### src/design/lcdw_pkg.sv
package lcdw_pkg;

  typedef enum logic [1:0] {
    KIND_CORNERS = 2'd0,
    KIND_SIZE    = 2'd1,
    KIND_PIXEL   = 2'd2
  } kind_e;

  typedef enum logic [1:0] {
    CFG_ORIENT = 2'd0,
    CFG_SHORT  = 2'd1,
    CFG_LONG   = 2'd2,
    CFG_NARROW = 2'd3
  } cfg_idx_e;

  typedef enum logic [1:0] {
    ORIENT_PORTRAIT      = 2'd0,
    ORIENT_LANDSCAPE     = 2'd1,
    ORIENT_PORTRAIT_REV  = 2'd2,
    ORIENT_LANDSCAPE_REV = 2'd3
  } orient_e;

  // panel controller register indexes
  localparam logic [15:0] REG_H_WIN_END   = 16'h0036;
  localparam logic [15:0] REG_H_WIN_START = 16'h0037;
  localparam logic [15:0] REG_V_WIN_END   = 16'h0038;
  localparam logic [15:0] REG_V_WIN_START = 16'h0039;
  localparam logic [15:0] REG_RAM_ADDR_H  = 16'h0020;
  localparam logic [15:0] REG_RAM_ADDR_V  = 16'h0021;
  localparam logic [15:0] REG_GRAM_DATA   = 16'h0022;

  localparam logic [15:0] HI_MASK = 16'hFF00;
  localparam logic [15:0] LO_MASK = 16'h00FF;

  localparam logic [9:0] SHORT_RST = 10'd176;
  localparam logic [9:0] LONG_RST  = 10'd220;

  localparam int unsigned IDX_W = 5;
  localparam logic [3:0] GRAM_WORD_IDX = 4'd12;
  // index of the final bus word per request type and bus mode
  localparam logic [IDX_W-1:0] LAST_PIX_WIDE   = 5'd0;
  localparam logic [IDX_W-1:0] LAST_PIX_NARROW = 5'd1;
  localparam logic [IDX_W-1:0] LAST_WIN_WIDE   = 5'd12;
  localparam logic [IDX_W-1:0] LAST_WIN_NARROW = 5'd25;

  typedef struct packed {
    logic [15:0] h_start;
    logic [15:0] h_end;
    logic [15:0] v_start;
    logic [15:0] v_end;
    logic [15:0] ram_h;
    logic [15:0] ram_v;
  } win_t;

  typedef struct packed {
    orient_e    orient;
    logic [9:0] short_side;
    logic [9:0] long_side;
  } panel_t;

endpackage

### src/design/lcdw_map.sv
module lcdw_map
  import lcdw_pkg::*;
(
  input  panel_t     panel_i,
  input  logic       by_size_i,
  input  logic [9:0] start_col_i,
  input  logic [9:0] start_row_i,
  input  logic [9:0] extent_col_i,
  input  logic [9:0] extent_row_i,
  output win_t       win_o
);

  logic [15:0] sx, sy, ex, ey, sh, lg;
  logic [15:0] sh_ex, sh_sx, sh_ey, sh_sy, lg_ex, lg_sx, lg_ey, lg_sy;

  always_comb begin
    sx = {6'd0, start_col_i};
    sy = {6'd0, start_row_i};
    sh = {6'd0, panel_i.short_side};
    lg = {6'd0, panel_i.long_side};
    // size form: end = start + size - 1, wrapping at 16 bits
    if (by_size_i) begin
      ex = sx + {6'd0, extent_col_i} - 16'd1;
      ey = sy + {6'd0, extent_row_i} - 16'd1;
    end else begin
      ex = {6'd0, extent_col_i};
      ey = {6'd0, extent_row_i};
    end
    // mirrored coordinates: side - c - 1
    sh_ex = sh - ex - 16'd1;
    sh_sx = sh - sx - 16'd1;
    sh_ey = sh - ey - 16'd1;
    sh_sy = sh - sy - 16'd1;
    lg_ex = lg - ex - 16'd1;
    lg_sx = lg - sx - 16'd1;
    lg_ey = lg - ey - 16'd1;
    lg_sy = lg - sy - 16'd1;

    case (panel_i.orient)
      ORIENT_PORTRAIT:      win_o = '{sx, ex, sy, ey, sx, sy};
      ORIENT_LANDSCAPE:     win_o = '{sy, ey, lg_ex, lg_sx, sy, lg_ex};
      ORIENT_PORTRAIT_REV:  win_o = '{sh_ex, sh_sx, lg_ey, lg_sy, sh_sx, lg_sy};
      ORIENT_LANDSCAPE_REV: win_o = '{sh_ey, sh_sy, sx, ex, sh_sy, sx};
      default:              win_o = '{sx, ex, sy, ey, sx, sy};
    endcase
  end

endmodule

### src/design/lcd_window_command_sequencer_top.sv
// Start: a request accepted at a clock edge loads act_q and idx_q; its first bus word is then
// registered into word_q and strobe_q, from which the receiver takes it.
// Throughput: a pixel request is one bus word (two in byte mode); a window request is
// 13 words (26 in byte mode), one bus word per cycle set by the word counter.
// busy_o holds off start_i until the current request is on its final word.
// The receiver cannot stall: every strobe_o cycle carries one word.
// Reset (asynchronous, active low) drops any request in flight and restores config defaults.
module lcd_window_command_sequencer_top
  import lcdw_pkg::*;
(
  input  logic        clk_i,
  input  logic        rst_ni,
  input  logic        cfg_we_i,
  input  logic [1:0]  cfg_idx_i,
  input  logic [9:0]  cfg_data_i,
  input  logic        start_i,
  output logic        busy_o,
  input  logic [1:0]  kind_i,
  input  logic [9:0]  start_col_i,
  input  logic [9:0]  start_row_i,
  input  logic [9:0]  extent_col_i,
  input  logic [9:0]  extent_row_i,
  input  logic [15:0] pixel_value_i,
  output logic        strobe_o,
  output logic        is_data_o,
  output logic [15:0] bus_word_o,
  output logic        last_o
);

  panel_t panel_q;
  logic   narrow_q;

  logic             act_q;
  logic [IDX_W-1:0] idx_q;
  logic             is_pix_q;
  logic [15:0]      pix_q;
  win_t             win_q;
  win_t             win_d;

  logic        strobe_q, is_data_q, last_q;
  logic [15:0] word_q;

  logic             accept, load, cur_last;
  logic [IDX_W-1:0] last_idx;
  logic [3:0]       w_idx;
  logic             w_is_data, b_is_data;
  logic [15:0]      w_word, b_word;

  always_ff @(posedge clk_i or negedge rst_ni) begin
    if (!rst_ni) begin
      panel_q <= '{ORIENT_PORTRAIT, SHORT_RST, LONG_RST};
      narrow_q <= 1'b0;
    end else if (cfg_we_i) begin
      case (cfg_idx_e'(cfg_idx_i))
        CFG_ORIENT: panel_q.orient <= orient_e'(cfg_data_i[1:0]);
        CFG_SHORT:  panel_q.short_side <= cfg_data_i;
        CFG_LONG:   panel_q.long_side <= cfg_data_i;
        CFG_NARROW: narrow_q <= cfg_data_i[0];
        default: ;
      endcase
    end
  end

  lcdw_map u_map (
    .panel_i      (panel_q),
    .by_size_i    (kind_i == KIND_SIZE),
    .start_col_i  (start_col_i),
    .start_row_i  (start_row_i),
    .extent_col_i (extent_col_i),
    .extent_row_i (extent_row_i),
    .win_o        (win_d)
  );

  always_comb begin
    if (is_pix_q) begin
      last_idx = narrow_q ? LAST_PIX_NARROW : LAST_PIX_WIDE;
    end else begin
      last_idx = narrow_q ? LAST_WIN_NARROW : LAST_WIN_WIDE;
    end
    cur_last = act_q && (idx_q == last_idx);
    busy_o   = act_q && !cur_last;
    accept   = start_i && !busy_o;
    // the unused kind code gives no words
    load     = accept && (kind_i == KIND_CORNERS || kind_i == KIND_SIZE ||
                          kind_i == KIND_PIXEL);
  end

  // select the word, then the byte in narrow mode
  always_comb begin
    w_idx = narrow_q ? idx_q[4:1] : idx_q[3:0];
    if (is_pix_q) begin
      w_is_data = 1'b1;
      w_word    = pix_q;
    end else if (w_idx == GRAM_WORD_IDX) begin
      w_is_data = 1'b0;
      w_word    = REG_GRAM_DATA;
    end else begin
      w_is_data = w_idx[0];
      case (w_idx[3:1])
        3'd0:    w_word = w_idx[0] ? win_q.h_start : REG_H_WIN_START;
        3'd1:    w_word = w_idx[0] ? win_q.h_end   : REG_H_WIN_END;
        3'd2:    w_word = w_idx[0] ? win_q.v_start : REG_V_WIN_START;
        3'd3:    w_word = w_idx[0] ? win_q.v_end   : REG_V_WIN_END;
        3'd4:    w_word = w_idx[0] ? win_q.ram_h   : REG_RAM_ADDR_H;
        3'd5:    w_word = w_idx[0] ? win_q.ram_v   : REG_RAM_ADDR_V;
        default: w_word = REG_GRAM_DATA;
      endcase
    end
    b_is_data = w_is_data;
    if (!narrow_q) begin
      b_word = w_word;
    end else if (!idx_q[0]) begin
      b_word = (w_word & HI_MASK) >> 8;
    end else begin
      b_word = w_word & LO_MASK;
    end
  end

  always_ff @(posedge clk_i or negedge rst_ni) begin
    if (!rst_ni) begin
      act_q    <= 1'b0;
      idx_q    <= '0;
      strobe_q <= 1'b0;
    end else begin
      strobe_q <= act_q;
      if (load) begin
        act_q <= 1'b1;
        idx_q <= '0;
      end else if (cur_last) begin
        act_q <= 1'b0;
      end else if (act_q) begin
        idx_q <= idx_q + 5'd1;
      end
    end
  end

  always_ff @(posedge clk_i) begin
    if (load) begin
      is_pix_q <= (kind_i == KIND_PIXEL);
      pix_q    <= pixel_value_i;
      win_q    <= win_d;
    end
    is_data_q <= b_is_data;
    word_q    <= b_word;
    last_q    <= cur_last;
  end

  assign strobe_o   = strobe_q;
  assign is_data_o  = is_data_q;
  assign bus_word_o = word_q;
  assign last_o     = last_q;

`ifndef SYNTHESIS
  a_busy_active: assert property (@(posedge clk_i) disable iff (!rst_ni)
    busy_o |-> act_q)
    else $error("busy without an active request");

  a_load_starts: assert property (@(posedge clk_i) disable iff (!rst_ni)
    load |=> (act_q && idx_q == '0))
    else $error("accepted request did not start at word zero");

  a_word_each_cycle: assert property (@(posedge clk_i) disable iff (!rst_ni)
    act_q |=> strobe_o)
    else $error("active cycle produced no bus word");

  a_more_follow: assert property (@(posedge clk_i) disable iff (!rst_ni)
    (strobe_o && !last_o) |-> act_q)
    else $error("request ended before its final word");

  a_idle_quiet: assert property (@(posedge clk_i) disable iff (!rst_ni)
    !act_q |=> !strobe_o)
    else $error("bus word while idle");
`endif

endmodule
### config.mk
export PLATFORM = sky130hd
export DESIGN_NAME = lcd_window_command_sequencer_top
export DESIGN_NICKNAME = d
export VERILOG_FILES = /design/src/design/lcdw_pkg.sv /design/src/design/lcdw_map.sv /design/src/design/lcd_window_command_sequencer_top.sv
export SDC_FILE = /design/constraint.sdc
export NUM_CORES = 1
export LEC_CHECK = 0
export CORE_ASPECT_RATIO = 1.4
export CORE_MARGIN = 1
export CORE_UTILIZATION = 40
export DETAILED_ROUTE_END_ITERATION = 12
export DONT_BUFFER_PORTS = 1
export MAX_ROUTING_LAYER = met4
export SKIP_CTS_REPAIR_TIMING = 1
export SLEW_MARGIN = 40
export SYNTH_ARGS = -nofsm -noshare
export SYNTH_HDL_FRONTEND = slang
export SYNTH_SLANG_ARGS = --single-unit
### constraint.sdc
create_clock -name clk_i -period 7.6 [get_ports clk_i]
set_clock_uncertainty 0.15 [all_clocks]
set_input_delay 0 -clock clk_i [delete_from_list [all_inputs] [get_ports clk_i]]
set_output_delay 0 -clock clk_i [all_outputs]
set_load 0.02 [all_outputs]
Word-level counts from Yosys, hierarchy flattened
Cells that the tools add are included.
- RAM bits: 0
- output and inout bits: 20
- bits in latches: 0
- register bits: 161
- input bits: 74
- word-level logic and storage cells: 98
- ROM bits: 0
- memories: 0
- shift operators: 0
- mux-type cells: 24
- $add $sub $neg: 21
- equal/unequal tests: 16
- reductions and logical operators: 19
- bitwise gates (word level): 0
- $lt $le $gt $ge: 0
- multipliers: 0
- div/mod/pow operators: 0
- operators with widths (kind ; count):
    96-bit case mux with 4 select lines ; 1
    16-bit two-way mux ; 11
    16-bit by 1-bit subtractor with 16-bit output (second input constant) ; 10
    16-bit case mux with 6 select lines ; 1
    10-bit by 16-bit subtractor with 16-bit output ; 4
    10-bit by 10-bit subtractor with 11-bit output ; 4
    5-bit two-way mux ; 5
    10-bit by 10-bit adder with 11-bit output ; 2
    2-bit == test (second input constant) ; 5
    2-bit AND reduction ; 5
    8-bit two-way mux ; 1
    2-bit by 1-bit == test with 1-bit output (second input constant) ; 3
    3-bit by 2-bit == test with 1-bit output (second input constant) ; 2
    3-bit == test (second input constant) ; 2
    2-bit logical NOT ; 3
    5-bit by 1-bit adder with 5-bit output (second input constant) ; 1
    5-bit == test ; 1
    4-bit == test (second input constant) ; 1
    1-bit logical AND ; 4
    1-bit two-way mux ; 4
    4-bit two-way mux ; 1
    2-bit nonzero test ; 2
    3-bit by 1-bit == test with 1-bit output (second input constant) ; 1
    3-bit logical NOT ; 1
    other kinds (3) ; 5

Depth between registers and ports, before layout
- depth in word-level cells: 11
- depth in mapped cells: 21
- depth with buffers taken out: 20

Hierarchy
Synthesis repeated with hierarchy kept, for this count alone.
- cell total of the unflattened synthesis: 1496
- area, all modules: 14159.8 sq um
- modules (own cells, without submodules) (module ; area each (sq um) ; sequential area each (sq um) ; times used ; cells each):
    lcdw_map ; 7494.7 ; 0.0 ; 1 ; 1058
    lcd_window_command_sequencer_top ; 6665.1 ; 4514.3 ; 1 ; 438

Worst setup path before layout
No wires, ideal clock.
- kind: reg-to-reg
- from: register idx_q[3]
- to: register is_pix_q, enable pin
- data required time: 6864 ps
- period minus slack after synthesis: 7320 ps
- slack: 280 ps
- stages on the path, launching flop included: 10
- arrival: 6584 ps
- setup time: 586 ps
- buffers on the path: 2
- cells stage by stage: dfrtp_1 clkbuf_1 clkbuf_1 nand3_1 o21ai_0 a31oi_1 or3_1 nand2_1 inv_1 nor2_1
- longest elaborated chain between the ends: 7
- ends and longest elaborated chain (item ; RTL line ; RTL):
    from (decl) ; lcd_window_command_sequencer_top.sv:34 ; logic [IDX_W-1:0] idx_q;
    from (signal assigned) ; lcd_window_command_sequencer_top.sv:132 ; idx_q <= idx_q + 5'd1;
    5-bit == test ; lcd_window_command_sequencer_top.sv:80 ; cur_last = act_q && (idx_q == last_idx);
    1-bit logical AND ; lcd_window_command_sequencer_top.sv:80 ;
    1-bit logical NOT ; lcd_window_command_sequencer_top.sv:81 ; busy_o = act_q && !cur_last;
    1-bit logical AND ; lcd_window_command_sequencer_top.sv:81 ;
    net busy_o ; lcd_window_command_sequencer_top.sv:17 ; output logic busy_o,
    1-bit logical NOT ; lcd_window_command_sequencer_top.sv:82 ; accept = start_i && !busy_o;
    1-bit logical AND ; lcd_window_command_sequencer_top.sv:82 ;
    1-bit logical AND ; lcd_window_command_sequencer_top.sv:84 ; load = accept && (kind_i == KIND_CORNERS || kind_i == KIND_SIZE ||
    net load ; lcd_window_command_sequencer_top.sv:43 ; logic accept, load, cur_last;
    to (signal assigned) ; lcd_window_command_sequencer_top.sv:139 ; is_pix_q <= (kind_i == KIND_PIXEL);
    to (decl) ; lcd_window_command_sequencer_top.sv:35 ; logic is_pix_q;
The timed path passes the listed nets, and every way through them passes these cells.
A chain may end at the register's enable or synchronous reset.

==> impl_metrics.xml <==
<?xml version="1.0" encoding="UTF-8"?>
<metrics>
  <group name="run_status">
    <metric name="status" unit="">complete, but fails checks</metric>
    <metric name="failed_checks" unit="">hold timing</metric>
  </group>
  <group name="sta">
    <metric name="final.setup.tns" unit="ns">0</metric>
    <metric name="max_slew.worst_pin.slew" unit="ns">0.892</metric>
    <metric name="final.hold.worst_slack" unit="ns">-0.0244</metric>
    <metric name="max_freq" unit="MHz">202</metric>
    <metric name="max_slew_margin" unit="%">40.3</metric>
    <metric name="min_period_over_period" unit="%">65.0</metric>
    <metric name="grt_setup_unrepaired" unit="">no</metric>
    <metric name="layout_min_cycle_time" unit="ns">4.94</metric>
    <metric name="hold_viol" unit="">4</metric>
    <metric name="setup_viol_count_final" unit="">0</metric>
    <metric name="final_max_slew_viol_count" unit="">0</metric>
  </group>
  <group name="logic_synthesis">
    <metric name="postSynthRegisterBits" unit="">161</metric>
    <metric name="syn_area_per_cell" unit="sq um">9.12</metric>
    <metric name="synthesis.instances" unit="">1477</metric>
    <metric name="number_of_nets_produced_by_synthesis" unit="">1652</metric>
    <metric name="synthDominantCellAreaShare" unit="%">25.2</metric>
    <metric name="ys_async_sr_fraction" unit="%">18.6</metric>
    <metric name="synth_ff_type" unit="">sky130_fd_sc_hd__edfxtp_1</metric>
    <metric name="netlist_top_cells_area" unit="">sky130_fd_sc_hd__edfxtp_1 (25%), sky130_fd_sc_hd__ha_1 (8.4%), sky130_fd_sc_hd__xnor2_1 (4.7%)</metric>
    <metric name="yosysSeqAreaShare" unit="%">33.5</metric>
    <metric name="post-synth-top-area-cell" unit="">sky130_fd_sc_hd__edfxtp_1</metric>
    <metric name="ys.warnings.count" unit="">0</metric>
    <metric name="number_of_flops_mapped_to_enable_cells_by_yosys" unit="">113</metric>
    <metric name="cell_area_after_synthesis" unit="sq mm">0.0135</metric>
    <metric name="synth_cell_types" unit="">96</metric>
  </group>
  <group name="critical_path">
    <metric name="worst_ep_arrival_time" unit="ns">5.12</metric>
    <metric name="crit_path_frequent_cell" unit="">sky130_fd_sc_hd__ha_1</metric>
    <metric name="worstSetupEndpointType" unit="">flip-flop</metric>
    <metric name="reg_to_reg_startpoint" unit="">panel_q[11]$_DFFE_PN0P_</metric>
    <metric name="slowest_stage" unit="">sky130_fd_sc_hd__dlygate4sd3_1</metric>
    <metric name="worstPathCellList" unit="">ha_1 -&gt; fa_1 -&gt; inv_1 -&gt; ha_1 -&gt; inv_1 -&gt; or2_2 -&gt; a221oi_2 -&gt; or3_1 -&gt; o21ai_0 -&gt; ha_1 -&gt; a21oi_1 -&gt; nor3b_1 -&gt; a2111oi_0 -&gt; o22ai_1 -&gt; a41oi_1 -&gt; nand2_1 -&gt; xnor2_1 -&gt; nand2_1 -&gt; a2bb2oi_1 -&gt; dlygate4sd3_1</metric>
    <metric name="critical_path_required" unit="ns">7.78</metric>
    <metric name="capturing_point_of_the_worst_reg2reg_path" unit="">win_q[26]$_DFFE_PP_</metric>
    <metric name="ff2ff_path_depth" unit="">12</metric>
    <metric name="reg2reg_setup_slack" unit="ns">3.10</metric>
    <metric name="cp_max_fo" unit="">5</metric>
    <metric name="critical_path.startpoint" unit="">start_col_i[0]</metric>
    <metric name="critical_path.startpoint_type" unit="">primary input</metric>
    <metric name="critical_path.max_stage_delay" unit="ns">0.56</metric>
    <metric name="timing_worst_setup_path_type" unit="">in -&gt; reg</metric>
  </group>
  <group name="finish">
    <metric name="antenna_cells_inserted" unit="">0</metric>
    <metric name="num-fill-cells" unit="">3296</metric>
    <metric name="mostFrequentLayoutCell" unit="">sky130_fd_sc_hd__a21oi_1</metric>
    <metric name="drive_above_1_share" unit="%">8.39</metric>
    <metric name="layout.cells.most_common_list" unit="">sky130_fd_sc_hd__a21oi_1 (121), sky130_fd_sc_hd__edfxtp_1 (113), sky130_fd_sc_hd__nand2_1 (112)</metric>
    <metric name="final_nets" unit="">1688</metric>
    <metric name="area_growth" unit="%">12.9</metric>
    <metric name="final_cell_count_without_fillers" unit="">1971</metric>
  </group>
  <group name="place">
    <metric name="detailedPlacementHpwl" unit="mm">34.1</metric>
    <metric name="dp.cells" unit="">1870</metric>
    <metric name="buffer_ports.inserted" unit="">0</metric>
    <metric name="gp_congestion" unit="">0.968</metric>
  </group>
  <group name="routing">
    <metric name="top_signal_layer_used" unit="">met4</metric>
    <metric name="drt_first_iter_violations" unit="">1051</metric>
    <metric name="detailedRoute.firstPassIterationCount" unit="">5</metric>
    <metric name="wl_per_cell" unit="microns">22.6</metric>
    <metric name="final_antenna_net_count" unit="">0</metric>
    <metric name="met2_wirelength" unit="mm">21.9</metric>
    <metric name="route.met3.wl" unit="mm">2.52</metric>
    <metric name="drt-total-wl" unit="mm">44.6</metric>
    <metric name="vias" unit="">12000</metric>
    <metric name="post-route-drc-count" unit="">0</metric>
    <metric name="vias_per_cell" unit="">6.07</metric>
    <metric name="wl_met1" unit="mm">18.3</metric>
  </group>
  <group name="flow_run">
    <metric name="max_cap_violations" unit="">0</metric>
  </group>
  <group name="global_route">
    <metric name="globalRouteOverflowTotal" unit="">0</metric>
    <metric name="grt_max_degree" unit="">97</metric>
    <metric name="groute.usage.overall" unit="%">26.7</metric>
    <metric name="antenna_violations_before_repair" unit="">0</metric>
    <metric name="grt_first_pass_wirelength" unit="mm">65.7</metric>
    <metric name="grt_pass1_vias" unit="">11300</metric>
  </group>
  <group name="min_path">
    <metric name="hp-class" unit="">in -&gt; reg</metric>
    <metric name="timing.hold.worst_endpoint" unit="">win_q[19]$_DFFE_PP_</metric>
    <metric name="hold_path_startpoint" unit="">start_row_i[3]</metric>
    <metric name="whs_path_depth" unit="">4</metric>
  </group>
  <group name="floorplan">
    <metric name="die_height" unit="microns">219</metric>
    <metric name="initial_standard_cell_utilization_of_the_core" unit="%">40.6</metric>
    <metric name="rows" unit="">79</metric>
    <metric name="dieArea" unit="sq mm">0.0344</metric>
    <metric name="die_w" unit="microns">157</metric>
    <metric name="design.core.area" unit="sq mm">0.0332</metric>
    <metric name="ioPinCount" unit="">94</metric>
  </group>
  <group name="pwr">
    <metric name="leakagePower" unit="nW">5.87</metric>
    <metric name="power.density_cell_area" unit="mW/mm^2">296</metric>
    <metric name="vdd_drop_max" unit="mV">0.184</metric>
    <metric name="p_total" unit="mW">4.50</metric>
  </group>
  <group name="clock_network">
    <metric name="clk_transition_reported_paths" unit="ns">0.07</metric>
    <metric name="root_driver" unit="">sky130_fd_sc_hd__clkbuf_16</metric>
    <metric name="clock_sinks" unit="">161</metric>
    <metric name="h-tree-depth" unit="">4</metric>
    <metric name="worstSkewPairLatency" unit="ns">0.46</metric>
    <metric name="clockBufferDepth" unit="">2</metric>
    <metric name="number_of_buffers_created_by_cts" unit="">17</metric>
    <metric name="cts_tree" unit="">done</metric>
  </group>
</metrics>
[worst max-delay path by stage]
stage	cells past startpoint	slack, ns	end
6_report	20	2.66	win_q[57]$_DFFE_PP_
3_5_place_dp	19	2.42	win_q[11]$_DFFE_PP_
3_3_place_gp	19	2.54	win_q[11]$_DFFE_PP_
4_1_cts	19	2.92	win_q[11]$_DFFE_PP_
2_1_floorplan	9	0.28	is_pix_q$_DFFE_PP_
5_1_grt	20	2.36	win_q[57]$_DFFE_PP_
[worst max-delay path: cells and delay by family]
family	cells	cell delay, ns
AND/OR/NAND/NOR	5	0.83
buffers and inverters	3	0.68
adder cells (fa/ha/maj)	4	1.22
XOR/XNOR	1	0.21
AO/OA/AOI/OAI	7	2.17
[cells by family after synthesis]
kind of cell | after synthesis | share of synthesized area (%)
AOI/OAI and AO/OA | 485 | 24.7
DFF | 161 | 33.5
muxes | 47 | 4.36
xor gates and xnor gates | 111 | 7.43
adders and majority gates | 114 | 10.9
and+or+nand+nor | 415 | 14.9
buffers and inverters | 144 | 4.13
[layer usage]
layer | track usage, % | up-vias
met1 | 31.7 | 5778
met3 | 3.48 | 98
li1 | - | 5634
met4 | 12.1 | 0
met5 | - | -
met2 | 44.7 | 449
[report_power, final]
| group | total (mW) | internal (mW) | switching, mW |
|---|---|---|---|
| combinational | 2.19 | 0.865 | 1.32 |
| clock | 0.880 | 0.490 | 0.391 |
| sequential | 1.43 | 1.21 | 0.223 |
| total | 4.50 | 2.57 | 1.93 |
[stage by stage]
| stage | worst slack (ns) | area, sq um | utilization, % | hold slack [ns] |
|---|---|---|---|---|
| after floorplan | 0.280 | 13500 | - | -0.446 |
| after global placement | 2.54 | 13900 | 41.9 | -0.445 |
| after detailed placement | 2.42 | 13900 | 41.9 | -0.445 |
| after CTS | 2.92 | 14500 | 43.7 | -0.941 |
| after global routing | 2.36 | 15200 | 45.8 | 0.00158 |
| final | 2.66 | 15200 | 45.8 | -0.0244 |
[flip-flops by register name (all words and copies together) (netlist names)]
register	count
is_pix_q	1
panel_q	22
narrow_q	1
is_data_o	1
win_q	96
act_q	1
bus_word_o	16
last_o	1
pix_q	16
strobe_o	1
idx_q	5
[cells in the mapped netlist, types with 13 or more instances]
library cell               count
sky130_fd_sc_hd__a21oi_1     121
sky130_fd_sc_hd__edfxtp_1    113
sky130_fd_sc_hd__nand2_1     112
sky130_fd_sc_hd__nor2_1      110
sky130_fd_sc_hd__o21ai_0      99
sky130_fd_sc_hd__ha_1         91
sky130_fd_sc_hd__inv_1        77
sky130_fd_sc_hd__xnor2_1      73
sky130_fd_sc_hd__clkbuf_1     48
sky130_fd_sc_hd__xor2_1       35
sky130_fd_sc_hd__nor3_1       34
sky130_fd_sc_hd__a21o_1       29
sky130_fd_sc_hd__or3_1        28
sky130_fd_sc_hd__mux2_2       24
sky130_fd_sc_hd__nand2b_1     23
sky130_fd_sc_hd__nor2b_1      23
sky130_fd_sc_hd__a222oi_1     22
sky130_fd_sc_hd__dfrtp_1      22
sky130_fd_sc_hd__nand3_1      22
sky130_fd_sc_hd__dfxtp_1      18
sky130_fd_sc_hd__o211ai_1     17
sky130_fd_sc_hd__mux2i_1      16
sky130_fd_sc_hd__a31oi_1      13
sky130_fd_sc_hd__o21a_1       13
sky130_fd_sc_hd__o221ai_1     13
[layout make-up]
type,count,area [sq um],area share [%]
multi-input cells,1172,8430,55.4
flip-flops and latches,161,4520,29.7
repair buffers,83,828,5.44
well taps,445,557,3.66
clock buffers,18,429,2.82
inverters,78,293,1.92
clock inverters,14,153,1.00
Note: power is estimated with default switching activity, not from simulation.
